==> src/rtl/core/brb_pkg.sv <==
`timescale 1ns / 1ps
`default_nettype none

package brb_pkg;

    localparam int DEPTH    = 1024;
    localparam int MAX_READ = 64;
    localparam int PTR_W    = $clog2(DEPTH);
    localparam int CNT_W    = 11;
    localparam int LIM_W    = 7;
    localparam int QDEPTH   = 4;
    localparam int QA_W     = $clog2(QDEPTH);

    localparam logic [1:0] REQ_WRITE = 2'd0;
    localparam logic [1:0] REQ_READ  = 2'd1;
    localparam logic [1:0] REQ_CLEAR = 2'd2;

    localparam logic [1:0] WS_NONE   = 2'd0;
    localparam logic [1:0] WS_ACCEPT = 2'd1;
    localparam logic [1:0] WS_REJECT = 2'd2;

    typedef struct packed {
        logic [1:0]       req_type;
        logic             first_of_block;
        logic [CNT_W-1:0] block_length;
        logic             last_of_block;
        logic [7:0]       write_byte;
        logic [LIM_W-1:0] read_limit;
    } brb_in_t;

    typedef struct packed {
        logic [7:0]       read_byte;
        logic             byte_valid;
        logic             last_result;
        logic [1:0]       write_status;
        logic [LIM_W-1:0] bytes_read;
        logic [CNT_W-1:0] fill_level;
        logic [CNT_W-1:0] free_space;
    } brb_out_t;

    typedef struct packed {
        logic             is_read;
        logic             wr_en;
        logic [PTR_W-1:0] wr_addr;
        logic [7:0]       wr_data;
        logic [1:0]       status;
        logic [PTR_W-1:0] rd_ptr;
        logic [LIM_W-1:0] rd_count;
        logic [CNT_W-1:0] fill;
        logic [CNT_W-1:0] free;
    } brb_cmd_t;

    typedef enum logic [1:0] {
        BK_IDLE,
        BK_RADDR,
        BK_RDATA
    } brb_bk_state_t;

    function automatic logic [PTR_W-1:0] next_ptr(input logic [PTR_W-1:0] p,
                                                  input logic [CNT_W-1:0] cap);
        logic [CNT_W-1:0] sum;
        sum = CNT_W'(p) + CNT_W'(1);
        return (sum >= cap) ? '0 : sum[PTR_W-1:0];
    endfunction

endpackage

`default_nettype wire

==> src/rtl/core/brb_front.sv <==
`timescale 1ns / 1ps
`default_nettype none

module brb_front (
    input  wire logic                         clk,
    input  wire logic                         rst_n,
    input  wire logic                         cfg_wr_en,
    input  wire logic [brb_pkg::CNT_W-1:0]    cfg_wr_data,
    input  wire logic                         accept,
    input  wire brb_pkg::brb_in_t             item,
    output logic                              push,
    output brb_pkg::brb_cmd_t                 cmd,
    output logic [brb_pkg::CNT_W-1:0]         capacity
);
    import brb_pkg::*;

    logic [CNT_W-1:0] cap_reg, cap_next;
    logic [PTR_W-1:0] rp_reg, rp_next;
    logic [PTR_W-1:0] cwp_reg, cwp_next;
    logic [PTR_W-1:0] pwp_reg, pwp_next;
    logic [CNT_W-1:0] count_reg, count_next;
    logic             open_reg, open_next;
    logic             acc_reg, acc_next;
    logic [CNT_W-1:0] plen_reg, plen_next;
    logic [CNT_W-1:0] recv_reg, recv_next;

    logic [CNT_W-1:0] free_now;
    logic [LIM_W-1:0] lim;
    logic [LIM_W-1:0] n;
    logic [CNT_W-1:0] rp_sum;

    assign capacity = cap_reg;
    assign free_now = cap_reg - count_reg;
    assign lim      = (item.read_limit > LIM_W'(MAX_READ)) ? LIM_W'(MAX_READ)
                                                           : item.read_limit;
    assign n        = (count_reg < CNT_W'(lim)) ? count_reg[LIM_W-1:0] : lim;
    assign rp_sum   = CNT_W'(rp_reg) + CNT_W'(n);

    always_comb
    begin
        cap_next   = cap_reg;
        rp_next    = rp_reg;
        cwp_next   = cwp_reg;
        pwp_next   = pwp_reg;
        count_next = count_reg;
        open_next  = open_reg;
        acc_next   = acc_reg;
        plen_next  = plen_reg;
        recv_next  = recv_reg;
        push       = 1'b0;
        cmd        = '0;

        if (cfg_wr_en)
        begin
            if (cfg_wr_data == '0)
            begin
                cap_next = CNT_W'(1);
            end
            else if (cfg_wr_data > CNT_W'(DEPTH))
            begin
                cap_next = CNT_W'(DEPTH);
            end
            else
            begin
                cap_next = cfg_wr_data;
            end
            rp_next    = '0;
            cwp_next   = '0;
            pwp_next   = '0;
            count_next = '0;
            open_next  = 1'b0;
            acc_next   = 1'b0;
            plen_next  = '0;
            recv_next  = '0;
        end
        else if (accept)
        begin
            push       = 1'b1;
            cmd.status = WS_NONE;
            case (item.req_type)
                REQ_WRITE:
                begin
                    // first byte judges the block
                    if (item.first_of_block)
                    begin
                        pwp_next  = cwp_reg;
                        recv_next = '0;
                        open_next = 1'b1;
                        if (item.block_length != '0 && item.block_length <= free_now)
                        begin
                            acc_next   = 1'b1;
                            plen_next  = item.block_length;
                            cmd.status = WS_ACCEPT;
                        end
                        else
                        begin
                            acc_next   = 1'b0;
                            plen_next  = '0;
                            cmd.status = WS_REJECT;
                        end
                    end
                    if (open_next && acc_next && plen_next != '0)
                    begin
                        cmd.wr_en   = 1'b1;
                        cmd.wr_addr = pwp_next;
                        cmd.wr_data = item.write_byte;
                        pwp_next    = next_ptr(pwp_next, cap_reg);
                        plen_next   = plen_next - CNT_W'(1);
                        recv_next   = recv_next + CNT_W'(1);
                    end
                    // last byte commits what arrived
                    if (item.last_of_block && open_next)
                    begin
                        if (acc_next)
                        begin
                            cwp_next   = pwp_next;
                            count_next = count_reg + recv_next;
                        end
                        open_next = 1'b0;
                        acc_next  = 1'b0;
                        plen_next = '0;
                        recv_next = '0;
                    end
                end
                REQ_READ:
                begin
                    cmd.is_read  = 1'b1;
                    cmd.rd_ptr   = rp_reg;
                    cmd.rd_count = n;
                    rp_next      = (rp_sum >= cap_reg) ? PTR_W'(rp_sum - cap_reg)
                                                       : rp_sum[PTR_W-1:0];
                    count_next   = count_reg - CNT_W'(n);
                end
                REQ_CLEAR:
                begin
                    rp_next    = '0;
                    cwp_next   = '0;
                    pwp_next   = '0;
                    count_next = '0;
                    open_next  = 1'b0;
                    acc_next   = 1'b0;
                    plen_next  = '0;
                    recv_next  = '0;
                end
                default:
                begin
                end
            endcase
            cmd.fill = count_next;
            cmd.free = cap_reg - count_next;
        end
    end

    always_ff @(posedge clk or negedge rst_n)
    begin
        if (!rst_n)
        begin
            cap_reg   <= CNT_W'(DEPTH);
            rp_reg    <= '0;
            cwp_reg   <= '0;
            pwp_reg   <= '0;
            count_reg <= '0;
            open_reg  <= 1'b0;
            acc_reg   <= 1'b0;
            plen_reg  <= '0;
            recv_reg  <= '0;
        end
        else
        begin
            cap_reg   <= cap_next;
            rp_reg    <= rp_next;
            cwp_reg   <= cwp_next;
            pwp_reg   <= pwp_next;
            count_reg <= count_next;
            open_reg  <= open_next;
            acc_reg   <= acc_next;
            plen_reg  <= plen_next;
            recv_reg  <= recv_next;
        end
    end

    a_count_fits: assert property (@(posedge clk) disable iff (!rst_n)
        count_reg <= cap_reg)
        else $error("stored count exceeds capacity");

    a_cap_range: assert property (@(posedge clk) disable iff (!rst_n)
        cap_reg != '0 && cap_reg <= CNT_W'(DEPTH))
        else $error("capacity out of range");

    a_ptrs_in_ring: assert property (@(posedge clk) disable iff (!rst_n)
        CNT_W'(rp_reg) < cap_reg && CNT_W'(cwp_reg) < cap_reg)
        else $error("pointer beyond capacity");

    a_block_space: assert property (@(posedge clk) disable iff (!rst_n)
        (open_reg && acc_reg) |-> (recv_reg + plen_reg <= cap_reg - count_reg))
        else $error("open block overruns free space");

endmodule

`default_nettype wire

==> config.mk <==
export PLATFORM = sky130hd
export DESIGN_NAME = brb_front
export DESIGN_NICKNAME = d
export VERILOG_FILES = /design/src/rtl/core/brb_pkg.sv /design/src/rtl/core/brb_front.sv
export SDC_FILE = /design/constraint.sdc
export NUM_CORES = 1
export LEC_CHECK = 0
export BUFFER_PORTS_ARGS = -buffer_cell sky130_fd_sc_hd__buf_2
export CORE_MARGIN = 1.5
export CORE_UTILIZATION = 45
export DETAILED_ROUTE_END_ITERATION = 12
export PLACE_DENSITY = 0.68
export SLEW_MARGIN = 25
export SYNTH_ARGS = -nofsm -noshare
export SYNTH_HDL_FRONTEND = slang
export SYNTH_SLANG_ARGS = --single-unit
==> constraint.sdc <==
create_clock -name clk -period 7.48 [get_ports clk]
set_clock_uncertainty 0.1 [all_clocks]
set_input_delay 0 -clock clk [delete_from_list [all_inputs] [get_ports clk]]
set_output_delay 0 -clock clk [all_outputs]
set_load 0.03 [all_outputs]
After elaboration in Yosys (flattened, before gate mapping)
Index checks and enable logic that the tools add are counted.
{"block": "word_totals", "regBits": 76, "latchBits": 0, "ramBits": 0, "rom_bits": 0, "input_bits": 45, "word_cells": 120, "mem_count": 0}
{"block": "op_classes", "n_addsub": 9, "multipliers": 0, "div_mod_pow": 0, "magnitude_cmp": 6, "n_eq_ne": 4, "shifts": 0, "n_mux": 78, "bitwise": 0, "reduce_logical": 14}
{"operator": "11-bit 2-to-1 mux", "count": 28}
{"operator": "10-bit 2-to-1 mux", "count": 15}
{"operator": "61-bit 2-to-1 mux", "count": 2}
{"operator": "10-bit case mux with 2 select lines", "count": 3}
{"operator": "11-bit case mux with 2 select lines", "count": 2}
{"operator": "11-bit case mux with 3 select lines", "count": 1}
{"operator": "11-bit greater-or-equal comparator", "count": 2}
{"operator": "11-bit nonzero test", "count": 2}
{"operator": "11-bit subtractor", "count": 2}
{"operator": "21-bit 2-to-1 mux", "count": 1}
{"operator": "19-bit 2-to-1 mux", "count": 1}
{"operator": "1-bit 2-to-1 mux", "count": 18}
{"operator": "17-bit 2-to-1 mux", "count": 1}
{"operator": "7-bit 2-to-1 mux", "count": 2}
{"operator": "10-bit by 1-bit adder with 11-bit output (second input constant)", "count": 1}
{"operator": "10-bit by 7-bit adder with 11-bit output", "count": 1}
{"operator": "11-bit by 1-bit adder with 11-bit output (second input constant)", "count": 1}
{"operator": "11-bit adder", "count": 1}
{"operator": "11-bit greater-than comparator (second input constant)", "count": 1}
{"operator": "11-bit less-or-equal comparator", "count": 1}
{"operator": "11-bit logical NOT", "count": 1}
{"operator": "11-bit by 7-bit < comparator with 1-bit output", "count": 1}
{"operator": "11-bit by 1-bit subtractor with 11-bit output (second input constant)", "count": 1}
{"operator": "11-bit by 7-bit subtractor with 11-bit output", "count": 1}
{"operator": "other kinds (13)", "count": 21}

Longest topological paths before layout
Gate-level depths: netlist of run 1.
{"block": "logic_depth", "depth_word": 23, "ltp_mapped": 40, "depth_no_buf": 39}

Worst setup path before layout of run 1
No wires, ideal clock.
{"block": "synth_path", "path_kind": "reg2out", "start": "register cap_reg[0], in the netlist capacity[0]", "end": "output cmd[10] (netlist name)", "t_arrival_ns": 8.181, "t_required_ns": 7.380, "setup_slack_ns": -0.801, "stages_incl_launch_ff": 39, "cell_sequence": "dfrtp_1 > inv_1 > ha_1 > fa_1 > nor2b_1 > o21ai_0 > a21oi_1 > o21ai_0 > a21boi_0 > o21ai_0 > and3b_1 > a211oi_1 > ha_1 > a41o_1 > a21oi_1 > nor2_1 > a21oi_1 > a22oi_1 > (+3 left out) > a21oi_4 > buf_2 > mux2i_1 > inv_1 > ha_1 > a21oi_1 > o21ai_0 > a2111oi_0 > o41ai_1 > a21oi_1 > xnor2_1 > a221oi_1 > ha_1 > and3_1 > a2111oi_0 > o311a_1 > nor2_1 > mux2_4"}
{"item": "from (decl)", "line_no": "brb_front.sv:17", "rtl": "logic [CNT_W-1:0] cap_reg, cap_next;"}
{"item": "from (signal assigned)", "line_no": "brb_front.sv:158", "rtl": "cap_reg <= CNT_W'(DEPTH);"}
{"item": "from (signal assigned)", "line_no": "brb_front.sv:170", "rtl": "cap_reg <= cap_next;"}
{"item": "to (decl)", "line_no": "brb_front.sv:12", "rtl": "output brb_pkg::brb_cmd_t cmd,"}

==> out/qor.yml, run 1 <==
slowest_stage: "dfrtp_1"
grt_usage_pct: 27.9
synth_cell_type_count: 74
setup_slack_ps: -282
cts_max_path_buffers: 2
cts.htree.levels: 3
drv_cap: 0
synth_top_area_share_pct: 22.9
hold_class: "in -> reg"
pwr-share-clk_pct: 21.1
grt_pass1_wl_um: 41000
routedWlPerCell_um: 18.0
antenna_found_initial: 2
synth_edf_count: 0
clockRootBuffer: "clkbuf_16"
syn_avg_cell_area_um2: 8.05
p_switching_w: 0.000853
yosysTopAreaCell: "dfrtp_1"
grt_pass1_vias: 8030
period_needed_ps: 7760
place_congestion: 0.931
drc: 0
tns_ps: -330
swShare_pct: 41.0
fin_crit_sh_pct: 104
cts_buffers: 9
p_total_w: 0.00208
combPwrFrac_pct: 57.3
yosysMostFrequentCell: "nor2_1"
num_rows: 49
violations: "negative setup slack"
seq_power_share_pct: 21.6
end_kind: "primary output"
dp_hpwl_um: 19600
cp.arrival_ps: 7660
status: "finished with violations"
timing.hold.ws_ps: 26.1
initial_core_util_pct: 45.7
fin_cells: 1470
vdd_ir_drop_max_v: 0.000136
ys_warn_count: 0
synthArstFlopShare_pct: 100
dieArea_um2: 19000
synthTopCellsByArea: "dfrtp_1 (23%), ha_1 (13%), xnor2_1 (4.7%)"
ys_ff_latch: 76
power_density_nw_per_um2: 195
synthFlopType: "dfrtp_1"
clkLatencyLatePin_ps: 360
synth_area_um2: 8190
io_buffers: 117
fmax_mhz: 129
ys_seq_area_share_pct: 23.2
placedCellCount: 1408
required_ps: 7380
first_pass_iters: 5
crit_path_max_fanout: 5
cts_sinks: 76
layout.nets: 1374
finalMaxSlewViolations: 0
syn2layout_area_growth_pct: 30.0
hold_viol_final: 0
critPathKind: "reg -> out"
internal_power_w: 0.00123
start_kind: "flip-flop"
slew_headroom_pct: 43.9
synth_nets: 1154
wirelength_um: 26500
dr.first_iter.drc_count: 553
gr-total-overflow: 0
core_um2: 17900
cts_tree: "done"
cpPeakStageDelay_ps: 410
final_util_pct: 59.4
leakage_nw: 5.15
ant_nets: 0
setup-violations-final: 2
rsz0062_at_grt: "yes"
drive_above_1_share_pct: 28.0
dr_total_vias: 8520
worst_slew_pin_slew_ps: 839
grt_max_degree: 44
die_width_um: 138
syn_inst: 1017
num_io_pins: 118
viasPerCell: 5.80
fp.dieH_um: 138
path_clk_slew_ps: 60
synthTopCellsByCount: "nor2_1 (96), ha_1 (86), nand2_1 (85), inv_1 (76), o21ai_0 (76)"
-- per-stage QoR --
stage / setup WS [ps] / cell area, µm²
after floorplan: 7.03 / 8290
after global placement: -22.7 / 9610
after detailed placement: -179 / 9610
after CTS: -223 / 10300
after global routing: -648 / 10600
final: -282 / 10600
-- final cells by class --
cell class	count	area, µm²
sequential	76	1910
timing repair buffer	244	1610
multi-input combinational	828	6260
antenna	1	2.50
fill	1634	7260
tap	229	287
clock inverter	4	51.3
inverter	78	293
clock buffer	10	229
-- layout by cell type (no fill, tap or decap), types with 15 or more instances in the layout --
cell,n
nor2_1,94
buf_2,111
inv_1,70
nor2b_1,26
o21ai_0,61
dfrtp_1,73
and3_1,15
dlygate4sd3_1,18
a21oi_1,42
nor3_1,23
mux2_2,16
xor2_1,15
nand2_1,85
a22o_1,17
buf_4,111
nand3_1,23
xnor2_1,42
mux2i_1,27
ha_1,78
-- metal layers --
| metal | wire [µm] | global-route usage [%] | up-vias |
|---|---|---|---|
| li1 | - | - | 4123 |
| met1 | 11700 | 37.0 | 4051 |
| met2 | 12600 | 45.9 | 280 |
| met3 | 1410 | 4.06 | 66 |
| met4 | 763 | 10.8 | 0 |
| met5 | 0 | 0 | - |
-- final timing paths --
kind	start	depth (start not counted)	slack, ps	end
worst max-delay path	count_reg[0]	38	-280	cmd[10]
worst min-delay path	item[25]	4	30	plen_reg[9]
worst max register to register	count_reg[0]	35	580	count_reg[10]
worst min register to register	cwp_reg[0]	2	370	cwp_reg[0]
max in group asynchronous	rst_n	3	6210	capacity[1]
min in group asynchronous	rst_n	2	50	plen_reg[6]
-- repair_timing --
| item | in CTS | in global routing |
|---|---|---|
| buffers inserted | 14 | 15 |
| endpoints found under the hold margin | 47 | 0 |
| pin swaps | 31 | 33 |
| hold buffers | 18 | 0 |
| gates resized for setup | 36 | 58 |
| cloned | 0 | 0 |
| endpoints found under the setup margin | 5 | 8 |
-- power groups by stage --
stage	registers [W]	logic [W]	clock network, W
6_report	0.000449	0.00119	0.000440
5_1_grt	0.000450	0.00129	0.000459
4_1_cts	0.000447	0.00108	0.000445
3_5_place_dp	0.000454	0.00102	0
3_3_place_gp	0.000454	0.00100	0
2_1_floorplan	0.000463	0.000694	0
-- critical path, delay by kind of cell, from the launching register on --
kind,cells,cell delay [ps]
simple gates,8,1120
xor+xnor,3,450
compound gates,16,2900
buf+inv,3,310
flops,1,410
fa+ha+maj,7,1830
mux,1,280
-- logic make-up (layout without fill, tap and decap cells) --
kind of cell               Yosys count  count (layout)  share of synthesized area, %
buffers and inverters              113             336                          5.42
and+or+nand+nor                    359             359                          21.9
DFF                                 76              76                          23.2
AOI/OAI and AO/OA                  271             271                          22.4
xor gates and xnor gates            60              60                          6.42
other                                0               1                             0
adders and majority gates           92              92                          14.6
muxes                               46              46                          5.94
No activity file was read; power rests on OpenSTA's default activity.
==> run 2, diff against run 1 <==
--- a/config.mk
+++ b/config.mk
@@ -9,6 +9,7 @@
 export CORE_MARGIN = 1.5
 export CORE_UTILIZATION = 45
 export DETAILED_ROUTE_END_ITERATION = 12
+export MAX_ROUTING_LAYER = met4
 export PLACE_DENSITY = 0.68
 export SLEW_MARGIN = 25
 export SYNTH_ARGS = -nofsm -noshare
==> run 2 against run 1 <==
Net effect: the flow still finishes with violations (negative setup slack); largest power group unchanged; routed wire length up 0.68%; critical path type unchanged; sequential power about the same; register-to-register slack about the same; power up 0.16%; maximum frequency up 0.16%; sequential share of layout area unchanged; count of clock-buffer cells in the layout unchanged; die area unchanged.
==> out/qor.yml, run 2 (same netlist as run 1, synthesis figures left out) <==
end_kind: "primary output"
core_um2: 17900
io_buffers: 117
layout.nets: 1374
grt_usage_pct: 28.8
dr_total_vias: 8584
design_area_um2: 10600
cts_buffers: 9
rr_endpoint: "count_reg[10]"
cts_tree: "done"
drv_cap: 0
wirelength_um: 26700
die_width_um: 138
path_clk_slew_ps: 70
drc: 0
power_density_nw_per_um2: 196
grt_pass1_wl_um: 41000
first_pass_iters: 5
place_congestion: 0.948
cp.arrival_ps: 7650
r2r_cells: 35
grt_pass1_vias: 8034
dieArea_um2: 19000
grt_max_degree: 44
routedWlPerCell_um: 18.1
clockRootBuffer: "clkbuf_16"
slew_headroom_pct: 43.7
critPathKind: "reg -> out"
gr-total-overflow: 0
cpPeakStageDelay_ps: 410
critPathCapture: "cmd[10]"
status: "finished with violations"
antenna_found_initial: 2
syn2layout_area_growth_pct: 30.0
p_total_w: 0.00208
dp_hpwl_um: 19600
hold_class: "in -> reg"
slowest_stage: "dfrtp_1"
initial_core_util_pct: 45.7
setup-violations-final: 2
num_rows: 49
num_io_pins: 118
finalMaxSlewViolations: 0
crit_path_start: "count_reg[0]"
period_needed_ps: 7750
required_ps: 7380
viasPerCell: 5.84
leakage_nw: 5.15
timing.rr.start: "count_reg[0]"
fmax_mhz: 129
dpl_cell_area_um2: 9610
ant_nets: 0
cts_max_path_buffers: 2
fin_crit_sh_pct: 104
drive_above_1_share_pct: 28.0
start_kind: "flip-flop"
crit_path_max_fanout: 5
dr.first_iter.drc_count: 552
violations: "negative setup slack"
rsz0062_at_grt: "yes"
mostFrequentLayoutCells: "buf_2 (111), buf_4 (111), nor2_1 (94), nand2_1 (85), ha_1 (78)"
vdd_ir_drop_max_v: 0.000136
fp.dieH_um: 138
worst_slew_pin_slew_ps: 845
hold_viol_final: 0
cts.htree.levels: 3
r2r_slack_ps: 580
setup_slack_ps: -269
clkLatencyLatePin_ps: 360
cts_sinks: 76
[run 2: layout make-up]
cell class                 instances  area [µm²]
antenna                            1        2.50
clock buffer                      10         229
clock inverter                     4        51.3
fill                            1634        7260
inverter                          78         293
multi-input combinational        828        6260
sequential                        76        1910
tap                              229         287
timing repair buffer             244        1610
[run 2: worst min-delay path by stage]
stage          slack (ps)  depth (start not counted)     endpoint      from
5_1_grt                40                          4  plen_reg[5]  item[21]
3_5_place_dp         -100                          1  plen_reg[6]     rst_n
4_1_cts                10                          4  plen_reg[9]  item[25]
6_report               20                          5  plen_reg[7]  item[23]
2_1_floorplan        -400                          0      acc_reg     rst_n
3_3_place_gp         -100                          1  plen_reg[6]     rst_n
[run 2: metal layers]
metal	share of wire [%]	GRT usage (%)
met5	0	-
met1	44	37.0
met3	5.9	4.35
met2	47	45.7
met4	3.5	11.1
[run 2: through the flow]
step	hold WS (ps)	cells	utilization [%]	TNS (ps)	setup WS (ps)
CTS	10.6	1454	57.5	-223	-223
global route	40.9	1470	59.4	-1630	-655
detailed placement	-97.6	1408	53.7	-179	-179
finish	21.4	1470	59.4	-310	-269
floorplan	-396	1017	-	0	7.03
global placement	-102	1408	53.7	-22.7	-22.7
[run 2: repair_timing]
item,CTS,global route
hold buffers,18,0
gates resized for setup,36,58
cloned,0,0
endpoints found under the setup margin,5,8
hold endpoints to repair,47,0
pin swaps,31,33
buffers inserted,14,15
[run 2: worst max-delay path: cells and delay by family (launching register included)]
family                   cells  cell delay, ps
multiplexers                 1             280
adder cells (fa/ha/maj)      7            1840
XOR/XNOR                     3             460
flip-flops                   1             410
AO/OA/AOI/OAI               16            2900
AND/OR/NAND/NOR              8            1120
buffers and inverters        3             310
[run 2: where the power goes]
part | internal [W] | switching, W
logic | 0.000542 | 0.000652
clock network | 0.000255 | 0.000185
registers | 0.000429 | 0.0000194
