[src/rtl/core/brb_pkg.sv]
`timescale 1ns / 1ps
`default_nettype none

package brb_pkg;

    localparam int DEPTH    = 1024;
    localparam int MAX_READ = 64;
    localparam int PTR_W    = $clog2(DEPTH);
    localparam int CNT_W    = 11;
    localparam int LIM_W    = 7;
    localparam int QDEPTH   = 4;
    localparam int QA_W     = $clog2(QDEPTH);

    localparam logic [1:0] REQ_WRITE = 2'd0;
    localparam logic [1:0] REQ_READ  = 2'd1;
    localparam logic [1:0] REQ_CLEAR = 2'd2;

    localparam logic [1:0] WS_NONE   = 2'd0;
    localparam logic [1:0] WS_ACCEPT = 2'd1;
    localparam logic [1:0] WS_REJECT = 2'd2;

    typedef struct packed {
        logic [1:0]       req_type;
        logic             first_of_block;
        logic [CNT_W-1:0] block_length;
        logic             last_of_block;
        logic [7:0]       write_byte;
        logic [LIM_W-1:0] read_limit;
    } brb_in_t;

    typedef struct packed {
        logic [7:0]       read_byte;
        logic             byte_valid;
        logic             last_result;
        logic [1:0]       write_status;
        logic [LIM_W-1:0] bytes_read;
        logic [CNT_W-1:0] fill_level;
        logic [CNT_W-1:0] free_space;
    } brb_out_t;

    typedef struct packed {
        logic             is_read;
        logic             wr_en;
        logic [PTR_W-1:0] wr_addr;
        logic [7:0]       wr_data;
        logic [1:0]       status;
        logic [PTR_W-1:0] rd_ptr;
        logic [LIM_W-1:0] rd_count;
        logic [CNT_W-1:0] fill;
        logic [CNT_W-1:0] free;
    } brb_cmd_t;

    typedef enum logic [1:0] {
        BK_IDLE,
        BK_RADDR,
        BK_RDATA
    } brb_bk_state_t;

    function automatic logic [PTR_W-1:0] next_ptr(input logic [PTR_W-1:0] p,
                                                  input logic [CNT_W-1:0] cap);
        logic [CNT_W-1:0] sum;
        sum = CNT_W'(p) + CNT_W'(1);
        return (sum >= cap) ? '0 : sum[PTR_W-1:0];
    endfunction

endpackage

`default_nettype wire

[src/rtl/core/brb_cmd_fifo.sv]
`timescale 1ns / 1ps
`default_nettype none

module brb_cmd_fifo (
    input  wire logic              clk,
    input  wire logic              rst_n,
    input  wire logic              push,
    input  wire brb_pkg::brb_cmd_t push_cmd,
    input  wire logic              pop,
    output brb_pkg::brb_cmd_t      head_cmd,
    output logic                   full,
    output logic                   empty
);
    import brb_pkg::*;

    brb_cmd_t          q_reg [QDEPTH];
    logic [QA_W-1:0]   wr_ptr_reg, wr_ptr_next;
    logic [QA_W-1:0]   rd_ptr_reg, rd_ptr_next;
    logic [QA_W:0]     count_reg, count_next;
    logic              do_push, do_pop;

    assign full     = (count_reg == (QA_W+1)'(QDEPTH));
    assign empty    = (count_reg == '0);
    assign head_cmd = q_reg[rd_ptr_reg];
    assign do_push  = push && !full;
    assign do_pop   = pop && !empty;

    always_comb
    begin
        wr_ptr_next = do_push ? wr_ptr_reg + QA_W'(1) : wr_ptr_reg;
        rd_ptr_next = do_pop ? rd_ptr_reg + QA_W'(1) : rd_ptr_reg;
        count_next  = count_reg;
        if (do_push && !do_pop)
        begin
            count_next = count_reg + (QA_W+1)'(1);
        end
        else if (do_pop && !do_push)
        begin
            count_next = count_reg - (QA_W+1)'(1);
        end
    end

    always_ff @(posedge clk)
    begin
        if (do_push)
        begin
            q_reg[wr_ptr_reg] <= push_cmd;
        end
    end

    always_ff @(posedge clk or negedge rst_n)
    begin
        if (!rst_n)
        begin
            wr_ptr_reg <= '0;
            rd_ptr_reg <= '0;
            count_reg  <= '0;
        end
        else
        begin
            wr_ptr_reg <= wr_ptr_next;
            rd_ptr_reg <= rd_ptr_next;
            count_reg  <= count_next;
        end
    end

endmodule

`default_nettype wire

[config.mk]
export PLATFORM = sky130hd
export DESIGN_NAME = brb_cmd_fifo
export DESIGN_NICKNAME = d
export VERILOG_FILES = /design/src/rtl/core/brb_pkg.sv /design/src/rtl/core/brb_cmd_fifo.sv
export SDC_FILE = /design/constraint.sdc
export NUM_CORES = 1
export LEC_CHECK = 0
export ABC_AREA = 1
export BUFFER_PORTS_ARGS = -buffer_cell sky130_fd_sc_hd__buf_2
export CORE_MARGIN = 10
export CORE_UTILIZATION = 34
export CTS_BUF_LIST = sky130_fd_sc_hd__clkbuf_4
export CTS_CLUSTER_DIAMETER = 60
export DETAILED_ROUTE_END_ITERATION = 10
export HOLD_SLACK_MARGIN = 0.12
export PLACE_DENSITY = 0.64
export SYNTH_ARGS = -nofsm -noshare
export SYNTH_HDL_FRONTEND = slang
export SYNTH_SLANG_ARGS = --single-unit
[constraint.sdc]
create_clock -name clk -period 11.3 [get_ports clk]
set_input_delay 2.26 -clock clk [delete_from_list [all_inputs] [get_ports clk]]
set_output_delay 2.26 -clock clk [all_outputs]
set_load 0.05 [all_outputs]
# Word level (Yosys, flattened, before mapping)
# Memory sizes are Yosys's and may differ from the RTL's.
# Cells that the tools add are included.
# word_totals
reg_bits	7
latchBits	0
mem_bits_rw	244
romBits	0
in_bits	65
out_inout_bits	63
elab_cells	23
memories	1
# op_classes
add_sub_neg	4
mul	0
div_mod_pow	0
n_lt_le_gt_ge	0
n_eq_ne	1
shift	0
mux	4
bitwise_logic	0
reduce_logical	10
# memory_table
memory	words	width	read_ports	rd_clocked_by_memory_dff	write_ports	line	rtl
q_reg	4	61	1	0	1	brb_cmd_fifo.sv:16	brb_cmd_t q_reg [QDEPTH];
# op_table
cell	count
3-bit 2-to-1 mux	2
2-bit by 1-bit adder with 2-bit output (second input constant)	2
1-bit logical AND	4
1-bit zero test	4
3-bit by 1-bit adder with 3-bit output (second input constant)	1
3-bit equality test (second input constant)	1
3-bit zero test	1
3-bit by 1-bit subtractor with 3-bit output (second input constant)	1
1-bit 2-to-1 mux	2
2-bit nonzero test	1

# Depth between registers and ports, before layout
# Gate-level depths: netlist of the first run.
# depth
ltp_word	7
ltp_mapped	12
depth_no_buf	12

# Worst setup path before layout of the first run
# Ideal clock, no wire load.
# synth_timing
path_kind	input -> register
start	input port push
end	memory q_reg[0][0] in the netlist's numbering, enable pin
setup_ns	0.480
arrival_time_ns	4.957
t_required_ns	10.820
slack_ns	5.863
cell_stages	2
path_buffers	0
path_cell_list	nand2_1 > nor2_1
# synth_between
elab_chain_len	3
# synth_lines
item	line	rtl
start: declaration	brb_cmd_fifo.sv:7	input wire logic push,
1-bit logical AND	brb_cmd_fifo.sv:25	assign do_push = push && !full;
1-bit 2-to-1 mux	brb_cmd_fifo.sv:45	if (do_push)
1-bit 2-to-1 mux (not written as such)	brb_cmd_fifo.sv:47	q_reg[wr_ptr_reg] <= push_cmd;
end: declaration	brb_cmd_fifo.sv:16	
# Every way passes these cells.

==> flow_results.xml, run 1 <==
<?xml version="1.0" encoding="UTF-8"?>
<metrics>
  <group name="die">
    <metric name="top_level_ports" unit="">128</metric>
    <metric name="core_region_area" unit="µm²">29720</metric>
    <metric name="total_die_area" unit="µm²">37470</metric>
    <metric name="starting_density_of_the_core" unit="%">34.47</metric>
    <metric name="dieHeight" unit="µm">193.6</metric>
    <metric name="rows" unit="">63</metric>
    <metric name="dieWidth" unit="µm">193.6</metric>
  </group>
  <group name="grt">
    <metric name="grt_util_all_layers" unit="%">10.99</metric>
    <metric name="maximum_number_of_pins_on_one_net_before_global_route_repair" unit="">144</metric>
    <metric name="first_global_vias" unit="">6260</metric>
    <metric name="grt_overflow_total" unit="">0</metric>
    <metric name="grt_first_pass_wirelength" unit="µm">33070</metric>
    <metric name="antenna_found_initial" unit="">5</metric>
  </group>
  <group name="yosys">
    <metric name="sequential_area_share_after_synthesis" unit="%">73.24</metric>
    <metric name="synth_enable_flop_cells" unit="">244</metric>
    <metric name="synthesis.yosys.warnings" unit="">0</metric>
    <metric name="synth_area_leaders" unit="">edfxtp_1, o211ai_1, nand2_1</metric>
    <metric name="ys.flop_type" unit="">edfxtp_1</metric>
    <metric name="synth.avg_cell_area" unit="µm²">13.25</metric>
    <metric name="syn_nets" unit="">844</metric>
    <metric name="post-synth-top-count-cell" unit="">edfxtp_1</metric>
    <metric name="synth_area" unit="µm²">10240</metric>
    <metric name="ys_top_cells_by_count" unit="">edfxtp_1, nand2_1, inv_1</metric>
    <metric name="synth_cells" unit="">773</metric>
    <metric name="synth_top_area_share" unit="%">71.53</metric>
    <metric name="synth.ff_latch_count" unit="">251</metric>
    <metric name="yosysTopAreaCell" unit="">edfxtp_1</metric>
    <metric name="ys_types" unit="">18</metric>
    <metric name="postSynth.asyncResetShare" unit="%">2.789</metric>
  </group>
  <group name="routing">
    <metric name="ant_nets" unit="">0</metric>
    <metric name="totalWireLength" unit="µm">20890</metric>
    <metric name="drt_iter0_drc" unit="">213</metric>
    <metric name="total_drc_errors_in_the_routed_layout" unit="">0</metric>
    <metric name="vias" unit="">6148</metric>
    <metric name="detail_route.wl_per_cell" unit="µm">15.13</metric>
    <metric name="vias_per_cell" unit="">4.452</metric>
    <metric name="pre_antenna_drt_iters" unit="">4</metric>
  </group>
  <group name="setup_path">
    <metric name="path_max_fanout" unit="">143</metric>
    <metric name="cp_data_arrival_time" unit="ns">3.23</metric>
    <metric name="crit_path_start_kind" unit="">flip-flop</metric>
    <metric name="r2r_setup_slack" unit="ns">8.42</metric>
    <metric name="worst_ep_required_time" unit="ns">9.04</metric>
    <metric name="worstSetupEndpointType" unit="">output pin</metric>
    <metric name="path_class" unit="">flip-flop to output pin</metric>
  </group>
  <group name="cts">
    <metric name="clk_transition_reported_paths" unit="ns">0.06</metric>
    <metric name="cts-root-to-sink-buffers" unit="">3</metric>
    <metric name="cts_htree_levels" unit="">3</metric>
    <metric name="cts.root.buffer_cell" unit="">clkbuf_4</metric>
    <metric name="tritoncts_clock_tree" unit="">built</metric>
    <metric name="cts.repair_timing.setup_buffer_count" unit="">0</metric>
    <metric name="cts_hold_buf" unit="">0</metric>
    <metric name="postCtsResizedCells" unit="">0</metric>
    <metric name="insertion_delay" unit="ns">0.65</metric>
    <metric name="numCtsBuffers" unit="">71</metric>
    <metric name="count_of_clock_tree_sinks" unit="">251</metric>
  </group>
  <group name="placed_design">
    <metric name="gpl.final_weighted_congestion" unit="">0.6797</metric>
    <metric name="numPlacedInstances" unit="">1257</metric>
    <metric name="place.detailed.hpwl" unit="µm">11830</metric>
    <metric name="placement.cell_area" unit="µm²">11060</metric>
    <metric name="numPortBuffers" unit="">127</metric>
  </group>
  <group name="power_and_ir_drop">
    <metric name="power_density" unit="nW/µm²">301.1</metric>
    <metric name="p_total" unit="mW">3.613</metric>
    <metric name="seqPwrFrac" unit="%">35.1</metric>
    <metric name="static-leakage-power" unit="nW">4.925</metric>
    <metric name="fraction_of_power_consumed_by_the_clock_network" unit="%">23.2</metric>
    <metric name="pwr-share-comb" unit="%">41.6</metric>
    <metric name="sw_frac_of_total" unit="%">43.95</metric>
    <metric name="vdd_ir_drop_max" unit="mV">0.1874</metric>
    <metric name="total_switching_power" unit="mW">1.588</metric>
    <metric name="intPower" unit="mW">2.025</metric>
  </group>
  <group name="timing">
    <metric name="setup_repair_after_global_routing_missed_its_margin" unit="">no</metric>
    <metric name="min_period" unit="ns">5.488</metric>
    <metric name="drv_slew" unit="">0</metric>
    <metric name="fin_tns_setup" unit="ns">0</metric>
    <metric name="hold_ws" unit="ns">0.4960</metric>
    <metric name="max_freq" unit="MHz">182.2</metric>
    <metric name="post-route-period-util" unit="%">48.56</metric>
    <metric name="maxSlewHeadroom" unit="%">26.41</metric>
    <metric name="skew" unit="ns">0.05042</metric>
    <metric name="setup_violations" unit="">0</metric>
    <metric name="report.final.hold_viol_count" unit="">0</metric>
    <metric name="worst-slew-pin-transition" unit="ns">1.101</metric>
  </group>
  <group name="min_path">
    <metric name="min_path_type" unit="">flip-flop to flip-flop</metric>
  </group>
  <group name="status">
    <metric name="outcome" unit="">finished clean</metric>
  </group>
  <group name="finish">
    <metric name="nNetsFinal" unit="">1011</metric>
    <metric name="share_of_layout_cells_above_drive_strength_1" unit="%">25.58</metric>
    <metric name="fill_cells" unit="">2795</metric>
    <metric name="area_delta_synth_final" unit="%">17.13</metric>
    <metric name="finalNonFillerCells" unit="">1381</metric>
    <metric name="number_of_flip_flops_under_the_largest_register_name" unit="">244</metric>
    <metric name="postLayoutCellArea" unit="µm²">12000</metric>
  </group>
  <group name="job">
    <metric name="cap_viol_max_count" unit="">0</metric>
  </group>
</metrics>
==> cell type report <==
class / instances / area (µm²) / share of cell area (%)
Antenna cell: 2 / 5.005 / 0.04171
Clock buffer: 102 / 765.7 / 6.382
Clock inverter: 20 / 167.7 / 1.397
Inverter: 139 / 526.8 / 4.390
Multi-Input combinational cell: 343 / 1853 / 15.44
Sequential cell: 251 / 7503 / 62.54
Tap cell: 390 / 488.0 / 4.067
Timing Repair Buffer: 134 / 688.2 / 5.736
==> metrics by stage <==
| stage | setup WS (ns) | utilization, % |
|---|---|---|
| 6_report | 5.812 | 40.37 |
| 5_1_grt | 5.441 | 40.37 |
| 4_1_cts | 5.648 | 40.36 |
| 3_5_place_dp | 6.386 | 37.22 |
| 3_3_place_gp | 6.457 | 37.22 |
| 2_1_floorplan | 5.863 | - |
==> layout by cell type, fill, tap and decap left out, drive strengths merged <==
cell	netlist	layout
buf	32	134
bufinv	0	3
clkbuf	8	102
clkinv	0	15
clkinvlp	0	1
dfrtp	7	7
diode	0	2
edfxtp	244	244
fa	1	1
ha	5	5
inv	139	140
nand2	201	201
nand3	7	7
nand4	1	1
nor2	4	4
o211ai	122	122
o21ai	1	1
xnor2	1	1
==> metal layers <==
layer  global-route usage [%]  wire, µm  share of wire, %  vias to the layer above
met5                        0        34              0.16                        -
met4                    4.635       272               1.3                        6
met3                    3.648      1300               6.2                       29
met2                    18.38     10440                50                      142
met1                    12.65      8843                42                     2902
li1                         -         -                 -                     3069
==> final timing paths <==
path / start / endpoint / cells after the start
max in group asynchronous: rst_n / rd_ptr_reg[1] / 1
min in group asynchronous: rst_n / count_reg[1] / 1
setup reg to reg: count_reg[0] / q_reg[2][8] / 5
hold reg to reg: count_reg[2] / count_reg[2] / 2
hold / removal: count_reg[2] / count_reg[2] / 2
setup / recovery: rd_ptr_reg[0] / head_cmd[25] / 6
==> worst max-delay path, cell delays in order, from the launching register on <==
cell,delay (ns)
dfrtp_1,0.43
inv_6,0.64
buf_4,0.89
nand2_1,0.13
o211ai_1,0.15
nand2_1,0.11
buf_2,0.23
==> power by group through the flow <==
stage	Clock, mW	Combinational [mW]	Sequential [mW]
after floorplan	0	1.24	1.29
after global placement	0	1.53	1.28
after detailed placement	0	1.54	1.29
after CTS	0.875	1.54	1.27
after global routing	0.935	1.64	1.29
final	0.840	1.50	1.27
==> cell families (layout without fill, tap and decap cells) <==
logic type / Yosys count / in the layout / share of synthesized area (%)
other: 0 / 2 / 0
buffers and inverters: 179 / 395 / 8.965
adders and majority gates: 6 / 6 / 0.8062
xor gates and xnor gates: 1 / 1 / 0.08552
DFF: 251 / 251 / 73.24
AOI/OAI and AO/OA: 123 / 123 / 8.990
and+or+nand+nor: 213 / 213 / 7.915
Power figures use the tool's default switching activity.
==> run 2: changes to the inputs <==
Settings changed: ABC_AREA 1 to 0.
Clock period 11.3 ns to 5.7 ns, I/O delays scaled along.
==> run 2 against run 1 <==
  * Clock-buffer cell count down 10
  * Sequential power increased by 110%
  * Setup slack got worse by 4.0 ns
  * Highest routed layer is now met4
==> flow_results.xml, run 2 <==
<?xml version="1.0" encoding="UTF-8"?>
<metrics>
  <group name="status">
    <metric name="outcome" unit="">finished clean</metric>
  </group>
  <group name="grt">
    <metric name="grt_util_all_layers" unit="%">10.75</metric>
    <metric name="antenna_found_initial" unit="">0</metric>
    <metric name="maximum_number_of_pins_on_one_net_before_global_route_repair" unit="">63</metric>
    <metric name="grt_first_pass_wirelength" unit="µm">28210</metric>
    <metric name="grt_overflow_total" unit="">0</metric>
    <metric name="first_global_vias" unit="">5022</metric>
  </group>
  <group name="timing">
    <metric name="worst-slew-pin-transition" unit="ns">0.9929</metric>
    <metric name="setup_repair_after_global_routing_missed_its_margin" unit="">no</metric>
    <metric name="setup_violations" unit="">0</metric>
    <metric name="drv_slew" unit="">0</metric>
    <metric name="max_freq" unit="MHz">259.8</metric>
    <metric name="report.final.hold_viol_count" unit="">0</metric>
    <metric name="fin_tns_setup" unit="ns">0</metric>
    <metric name="min_period" unit="ns">3.849</metric>
    <metric name="maxSlewHeadroom" unit="%">33.81</metric>
    <metric name="skew" unit="ns">0.06720</metric>
    <metric name="post-route-period-util" unit="%">67.52</metric>
  </group>
  <group name="power_and_ir_drop">
    <metric name="fraction_of_power_consumed_by_the_clock_network" unit="%">22.8</metric>
    <metric name="power_density" unit="nW/µm²">596.1</metric>
    <metric name="pwr-share-comb" unit="%">36.6</metric>
    <metric name="seqPwrFrac" unit="%">40.6</metric>
    <metric name="vdd_ir_drop_max" unit="mV">0.3032</metric>
    <metric name="total_switching_power" unit="mW">2.604</metric>
    <metric name="static-leakage-power" unit="nW">3.845</metric>
    <metric name="intPower" unit="mW">3.989</metric>
    <metric name="sw_frac_of_total" unit="%">39.49</metric>
  </group>
  <group name="finish">
    <metric name="number_of_flip_flops_under_the_largest_register_name" unit="">244</metric>
    <metric name="highest_count_cells_in_the_layout_ignoring_fill_and_taps" unit="">edfxtp_1, buf_2, clkbuf_4, mux4_2, clkinv_1</metric>
    <metric name="area_delta_synth_final" unit="%">18.96</metric>
    <metric name="nNetsFinal" unit="">610</metric>
    <metric name="fill_cells" unit="">2393</metric>
    <metric name="share_of_layout_cells_above_drive_strength_1" unit="%">51.02</metric>
    <metric name="final_common_cell" unit="">edfxtp_1</metric>
    <metric name="postLayoutCellArea" unit="µm²">11060</metric>
  </group>
  <group name="die">
    <metric name="rows" unit="">60</metric>
    <metric name="dieHeight" unit="µm">185.4</metric>
    <metric name="starting_density_of_the_core" unit="%">34.49</metric>
    <metric name="core_region_area" unit="µm²">26950</metric>
    <metric name="dieWidth" unit="µm">185.4</metric>
    <metric name="top_level_ports" unit="">128</metric>
    <metric name="total_die_area" unit="µm²">34360</metric>
  </group>
  <group name="cts">
    <metric name="cts_hold_buf" unit="">0</metric>
    <metric name="cts_htree_levels" unit="">3</metric>
    <metric name="insertion_delay" unit="ns">0.65</metric>
    <metric name="tritoncts_clock_tree" unit="">built</metric>
    <metric name="postCtsResizedCells" unit="">0</metric>
    <metric name="cts.root.buffer_cell" unit="">clkbuf_4</metric>
    <metric name="numCtsBuffers" unit="">68</metric>
    <metric name="count_of_clock_tree_sinks" unit="">251</metric>
    <metric name="clk_transition_reported_paths" unit="ns">0.07</metric>
    <metric name="cts.repair_timing.setup_buffer_count" unit="">0</metric>
    <metric name="cts-root-to-sink-buffers" unit="">3</metric>
  </group>
  <group name="routing">
    <metric name="drt_iter0_drc" unit="">179</metric>
    <metric name="pre_antenna_drt_iters" unit="">4</metric>
    <metric name="vias_per_cell" unit="">4.654</metric>
    <metric name="vias" unit="">4324</metric>
    <metric name="total_drc_errors_in_the_routed_layout" unit="">0</metric>
    <metric name="totalWireLength" unit="µm">18000</metric>
    <metric name="ant_nets" unit="">0</metric>
    <metric name="detail_route.wl_per_cell" unit="µm">19.37</metric>
  </group>
  <group name="setup_path">
    <metric name="path_class" unit="">flip-flop to output pin</metric>
    <metric name="worst_ep_required_time" unit="ns">4.56</metric>
    <metric name="critical_path_cell_with_the_highest_stage_delay" unit="">dfrtp_4</metric>
    <metric name="chain_of_cells_forming_the_critical_path" unit="">buf_4 -&gt; mux4_2 -&gt; buf_2</metric>
    <metric name="critPathBufInv" unit="">2</metric>
    <metric name="crit_path_start_kind" unit="">flip-flop</metric>
    <metric name="critical_path.top_delay_family" unit="">buffers and inverters</metric>
    <metric name="cp_data_arrival_time" unit="ns">2.71</metric>
    <metric name="highest_cell_delay_on_the_worst_timing_path" unit="ns">0.68</metric>
    <metric name="path_max_fanout" unit="">24</metric>
    <metric name="worstSetupEndpointType" unit="">output pin</metric>
  </group>
  <group name="yosys">
    <metric name="synth_compound_gate_area_share" unit="%">0</metric>
    <metric name="synth_fa_ha_area_share" unit="%">0.8883</metric>
    <metric name="synth.area.mux_share" unit="%">15.18</metric>
    <metric name="synth_area_leaders" unit="">edfxtp_1, mux4_2, dfrtp_1</metric>
    <metric name="synth_area" unit="µm²">9296</metric>
    <metric name="synth_cells" unit="">355</metric>
    <metric name="synth_xor_xnor_area_share" unit="%">0.5653</metric>
    <metric name="syn_nets" unit="">426</metric>
    <metric name="synth_enable_flop_cells" unit="">244</metric>
    <metric name="synthesis.yosys.warnings" unit="">0</metric>
    <metric name="synth_top_area_share" unit="%">78.82</metric>
    <metric name="post-synth-top-count-cell" unit="">edfxtp_1</metric>
    <metric name="ys.flop_type" unit="">edfxtp_1</metric>
    <metric name="postSynth.asyncResetShare" unit="%">2.789</metric>
    <metric name="synth.avg_cell_area" unit="µm²">26.19</metric>
    <metric name="synth.ff_latch_count" unit="">251</metric>
    <metric name="ys_top_cells_by_count" unit="">edfxtp_1, mux4_2, buf_2, dfrtp_1, buf_12</metric>
    <metric name="ys_types" unit="">22</metric>
    <metric name="largest_family_of_logic_cells_by_synthesized_area" unit="">multiplexers</metric>
    <metric name="sequential_area_share_after_synthesis" unit="%">80.70</metric>
    <metric name="yosysTopAreaCell" unit="">edfxtp_1</metric>
    <metric name="post_synth_and_or_nand_nor_area_fraction" unit="%">0.6729</metric>
  </group>
  <group name="min_path">
    <metric name="min_path_type" unit="">input port to asynchronous set/reset pin</metric>
  </group>
  <group name="placed_design">
    <metric name="place.detailed.hpwl" unit="µm">10490</metric>
    <metric name="placement.cell_area" unit="µm²">10220</metric>
    <metric name="numPortBuffers" unit="">127</metric>
    <metric name="gpl.final_weighted_congestion" unit="">0.6544</metric>
  </group>
  <group name="job">
    <metric name="cap_viol_max_count" unit="">0</metric>
  </group>
</metrics>
-- run 2: per-layer routing --
metal | up-vias | share of wire, % | GRT usage (%)
li1 | 1935 | - | -
met1 | 2223 | 38 | 11.75
met2 | 139 | 52 | 18.15
met3 | 27 | 7.8 | 3.918
met4 | 0 | 1.8 | 5.234
met5 | - | 0 | 0
-- run 2: path summary, 6_finish.rpt --
kind | slack (ns) | depth (start not counted) | endpoint | from
min in group clk | 0.51 | 1 | count_reg[2] | count_reg[2]
worst max register to register | 3.26 | 3 | q_reg[1][40] | count_reg[2]
worst max-delay path | 1.85 | 3 | head_cmd[5] | rd_ptr_reg[0]
max in group asynchronous | 5.21 | 1 | rd_ptr_reg[1] | rst_n
worst min-delay path | 0.30 | 1 | wr_ptr_reg[1] | rst_n
worst min register to register | 0.51 | 1 | count_reg[2] | count_reg[2]
-- run 2: power groups by stage --
stage,Sequential [mW],Combinational [mW],Clock (mW)
final,2.68,2.41,1.50
after global routing,2.72,2.56,1.68
after CTS,2.69,2.48,1.57
after detailed placement,2.73,2.47,0
after global placement,2.69,2.45,0
after floorplan,2.55,2.12,0
-- run 2: cell families (layout without fill, tap and decap cells) --
group,after synthesis,in the layout
buffers and inverters,19,250
other,0,2
AND/OR/NAND/NOR,10,10
XOR/XNOR,6,6
flip-flops,251,251
adder cells (fa/ha/maj),6,6
multiplexers,63,63
-- run 2: metrics by stage --
stage          utilization [%]  power (mW)  std cells  setup WS [ns]  hold slack [ns]
6_report                 41.04       6.593        929          1.851           0.3026
5_1_grt                  41.02       6.969        927          1.635           0.2337
4_1_cts                  41.02       6.743        927          1.698           0.2124
3_5_place_dp             37.92       5.199        810          2.466           0.5081
3_3_place_gp             37.92       5.144        810          2.510           0.4636
2_1_floorplan                -       4.671        355          2.403           0.4453
-- run 2: area by class of cell --
class	instances	area (µm²)	share of cell area [%]
repair buffers	129	650.6	5.883
multi-input cells	85	1619	14.64
clock buffers	92	690.7	6.245
inverters	4	15.01	0.1358
clock inverters	25	142.6	1.290
well taps	341	426.7	3.858
flip-flops and latches	251	7510	67.90
diodes	2	5.005	0.04525
==> run 3: changes to the inputs <==
Settings changed: ABC_AREA 0 to 1, PLACE_DENSITY 0.64 to 0.65.
Clock period 5.7 ns to 3.15 ns, I/O delays scaled along.
==> run 3 against run 2 <==
  * Combinational power rose by 130%
  * Flip-flop and latch count unchanged
  * Die area rose by 9.1%
  * Global-route usage increased by 0.76 points
  * Critical path type unchanged
  * First-iteration DRC count is 77% higher
  * Utilization grew 0.062 points
  * Total power rose by 99%
  * Sequential share of layout area decreased by 6.4 points
  * Setup slack got worse by 1.7 ns
  * Critical endpoint is now head_cmd[43]
==> flow_results.xml, run 3 (synthesis results as in run 1) <==
<?xml version="1.0" encoding="UTF-8"?>
<metrics>
  <group name="status">
    <metric name="outcome" unit="">finished clean</metric>
  </group>
  <group name="cts">
    <metric name="cts_htree_levels" unit="">3</metric>
    <metric name="clk_transition_reported_paths" unit="ns">0.06</metric>
    <metric name="tritoncts_clock_tree" unit="">built</metric>
    <metric name="insertion_delay" unit="ns">0.62</metric>
    <metric name="cts.root.buffer_cell" unit="">clkbuf_4</metric>
    <metric name="count_of_clock_tree_sinks" unit="">251</metric>
    <metric name="numCtsBuffers" unit="">69</metric>
    <metric name="cts-root-to-sink-buffers" unit="">3</metric>
  </group>
  <group name="routing">
    <metric name="ant_nets" unit="">0</metric>
    <metric name="detail_route.wl_per_cell" unit="µm">15.76</metric>
    <metric name="vias_per_cell" unit="">4.434</metric>
    <metric name="total_drc_errors_in_the_routed_layout" unit="">0</metric>
    <metric name="totalWireLength" unit="µm">22010</metric>
    <metric name="pre_antenna_drt_iters" unit="">5</metric>
    <metric name="vias" unit="">6194</metric>
    <metric name="drt_iter0_drc" unit="">317</metric>
  </group>
  <group name="setup_path">
    <metric name="r2r_start" unit="">count_reg[0]</metric>
    <metric name="crit_path_start_kind" unit="">flip-flop</metric>
    <metric name="worst_ep_required_time" unit="ns">2.52</metric>
    <metric name="worstSetupStartpoint" unit="">rd_ptr_reg[0]</metric>
    <metric name="r2r.worst_path.cells" unit="">9</metric>
    <metric name="path_max_fanout" unit="">64</metric>
    <metric name="cp_data_arrival_time" unit="ns">2.32</metric>
    <metric name="r2r_setup_slack" unit="ns">0.95</metric>
    <metric name="path_class" unit="">flip-flop to output pin</metric>
    <metric name="critical_path.endpoint" unit="">head_cmd[43]</metric>
    <metric name="worstSetupEndpointType" unit="">output pin</metric>
    <metric name="reg2reg_to" unit="">count_reg[1]</metric>
  </group>
  <group name="grt">
    <metric name="grt_util_all_layers" unit="%">11.51</metric>
    <metric name="grt_overflow_total" unit="">0</metric>
    <metric name="antenna_found_initial" unit="">6</metric>
    <metric name="maximum_number_of_pins_on_one_net_before_global_route_repair" unit="">65</metric>
    <metric name="first_global_vias" unit="">6353</metric>
    <metric name="grt_first_pass_wirelength" unit="µm">34670</metric>
  </group>
  <group name="die">
    <metric name="total_die_area" unit="µm²">37470</metric>
    <metric name="top_level_ports" unit="">128</metric>
    <metric name="rows" unit="">63</metric>
    <metric name="dieWidth" unit="µm">193.6</metric>
    <metric name="starting_density_of_the_core" unit="%">34.47</metric>
    <metric name="dieHeight" unit="µm">193.6</metric>
    <metric name="core_region_area" unit="µm²">29720</metric>
  </group>
  <group name="timing">
    <metric name="final_critical_path_setup_slack" unit="ns">0.1989</metric>
    <metric name="drv_slew" unit="">0</metric>
    <metric name="setup_repair_after_global_routing_missed_its_margin" unit="">no</metric>
    <metric name="min_period" unit="ns">2.951</metric>
    <metric name="setup_violations" unit="">0</metric>
    <metric name="max_freq" unit="MHz">338.9</metric>
    <metric name="report.final.hold_viol_count" unit="">0</metric>
    <metric name="skew" unit="ns">0.03055</metric>
    <metric name="post-route-period-util" unit="%">93.69</metric>
    <metric name="maxSlewHeadroom" unit="%">62.80</metric>
    <metric name="worst-slew-pin-transition" unit="ns">0.5566</metric>
  </group>
  <group name="placed_design">
    <metric name="post-place-ws" unit="ns">0.6830</metric>
    <metric name="gpl.final_weighted_congestion" unit="">0.7200</metric>
    <metric name="place.detailed.hpwl" unit="µm">13730</metric>
    <metric name="numPortBuffers" unit="">127</metric>
  </group>
  <group name="finish">
    <metric name="number_of_flip_flops_under_the_largest_register_name" unit="">244</metric>
    <metric name="area_delta_synth_final" unit="%">19.23</metric>
    <metric name="nNetsFinal" unit="">1028</metric>
    <metric name="fin_util" unit="%">41.10</metric>
    <metric name="final_common_cell" unit="">edfxtp_1</metric>
    <metric name="highest_count_cells_in_the_layout_ignoring_fill_and_taps" unit="">edfxtp_1, nand2_1, inv_1, buf_2, o211ai_1</metric>
    <metric name="share_of_layout_cells_above_drive_strength_1" unit="%">26.67</metric>
  </group>
  <group name="power_and_ir_drop">
    <metric name="p_total" unit="mW">13.12</metric>
    <metric name="vdd_ir_drop_max" unit="mV">0.6848</metric>
    <metric name="static-leakage-power" unit="nW">5.027</metric>
    <metric name="power_density" unit="nW/µm²">1074</metric>
  </group>
  <group name="min_path">
    <metric name="min_path_type" unit="">input port to flip-flop</metric>
  </group>
  <group name="job">
    <metric name="cap_viol_max_count" unit="">0</metric>
  </group>
</metrics>
[run 3: worst min path at each step]
stage,from,endpoint,slack (ns),cells past startpoint
final,push_cmd[27],q_reg[2][27],0.19,1
after detailed placement,rst_n,count_reg[2],0.48,1
after global routing,push_cmd[33],q_reg[1][33],0.13,1
after CTS,push_cmd[36],q_reg[1][36],0.12,1
after global placement,rst_n,count_reg[2],0.48,1
after floorplan,rst_n,count_reg[0],0.33,0
[run 3: worst max-delay path: stages (launching register included)]
cell and delay (ns):
dfrtp_1 0.43, inv_6 0.41, buf_4 0.33, o211ai_1 0.10, nand2_1 0.12, buf_2 0.28
[run 3: per-stage QoR]
| step | hold WS (ns) | cell area (µm²) | setup TNS (ns) | instances |
|---|---|---|---|---|
| after floorplan | 0.3344 | 10240 | -160.35 | 773 |
| after global placement | 0.4771 | 11270 | 0 | 1271 |
| after detailed placement | 0.4810 | 11270 | 0 | 1271 |
| after CTS | 0.1228 | 12210 | 0 | 1395 |
| after global routing | 0.1293 | 12210 | 0 | 1397 |
| final | 0.1947 | 12210 | 0 | 1397 |
[run 3: timing repair]
action | CTS | global route
endpoints found under the hold margin | 18 | 0
endpoints found under the setup margin | 12 | 31
setup buffers | 0 | 0
hold buffers | 5 | 0
resized for setup | 1 | 2
[run 3: area by class of cell]
class | count | area (µm²)
antenna | 2 | 5.005
clock buffer | 106 | 795.8
clock inverter | 13 | 90.09
fill | 2767 | 17500
inverter | 139 | 529.3
multi-input combinational | 343 | 1853
sequential | 251 | 7506
tap | 390 | 488.0
timing repair buffer | 153 | 945.9
[run 3: power by group]
part | switching [mW] | internal [mW]
registers | 0.216 | 4.39
clock network | 1.28 | 1.61
logic | 4.29 | 1.34
total | 5.78 | 7.34
[run 3: per-layer routing]
metal,vias to the layer above,global-route usage (%),wire [µm]
li1,3104,-,-
met1,2889,13.01,9109
met2,155,19.57,11010
met3,40,3.804,1412
met4,6,4.807,437
met5,-,0,41
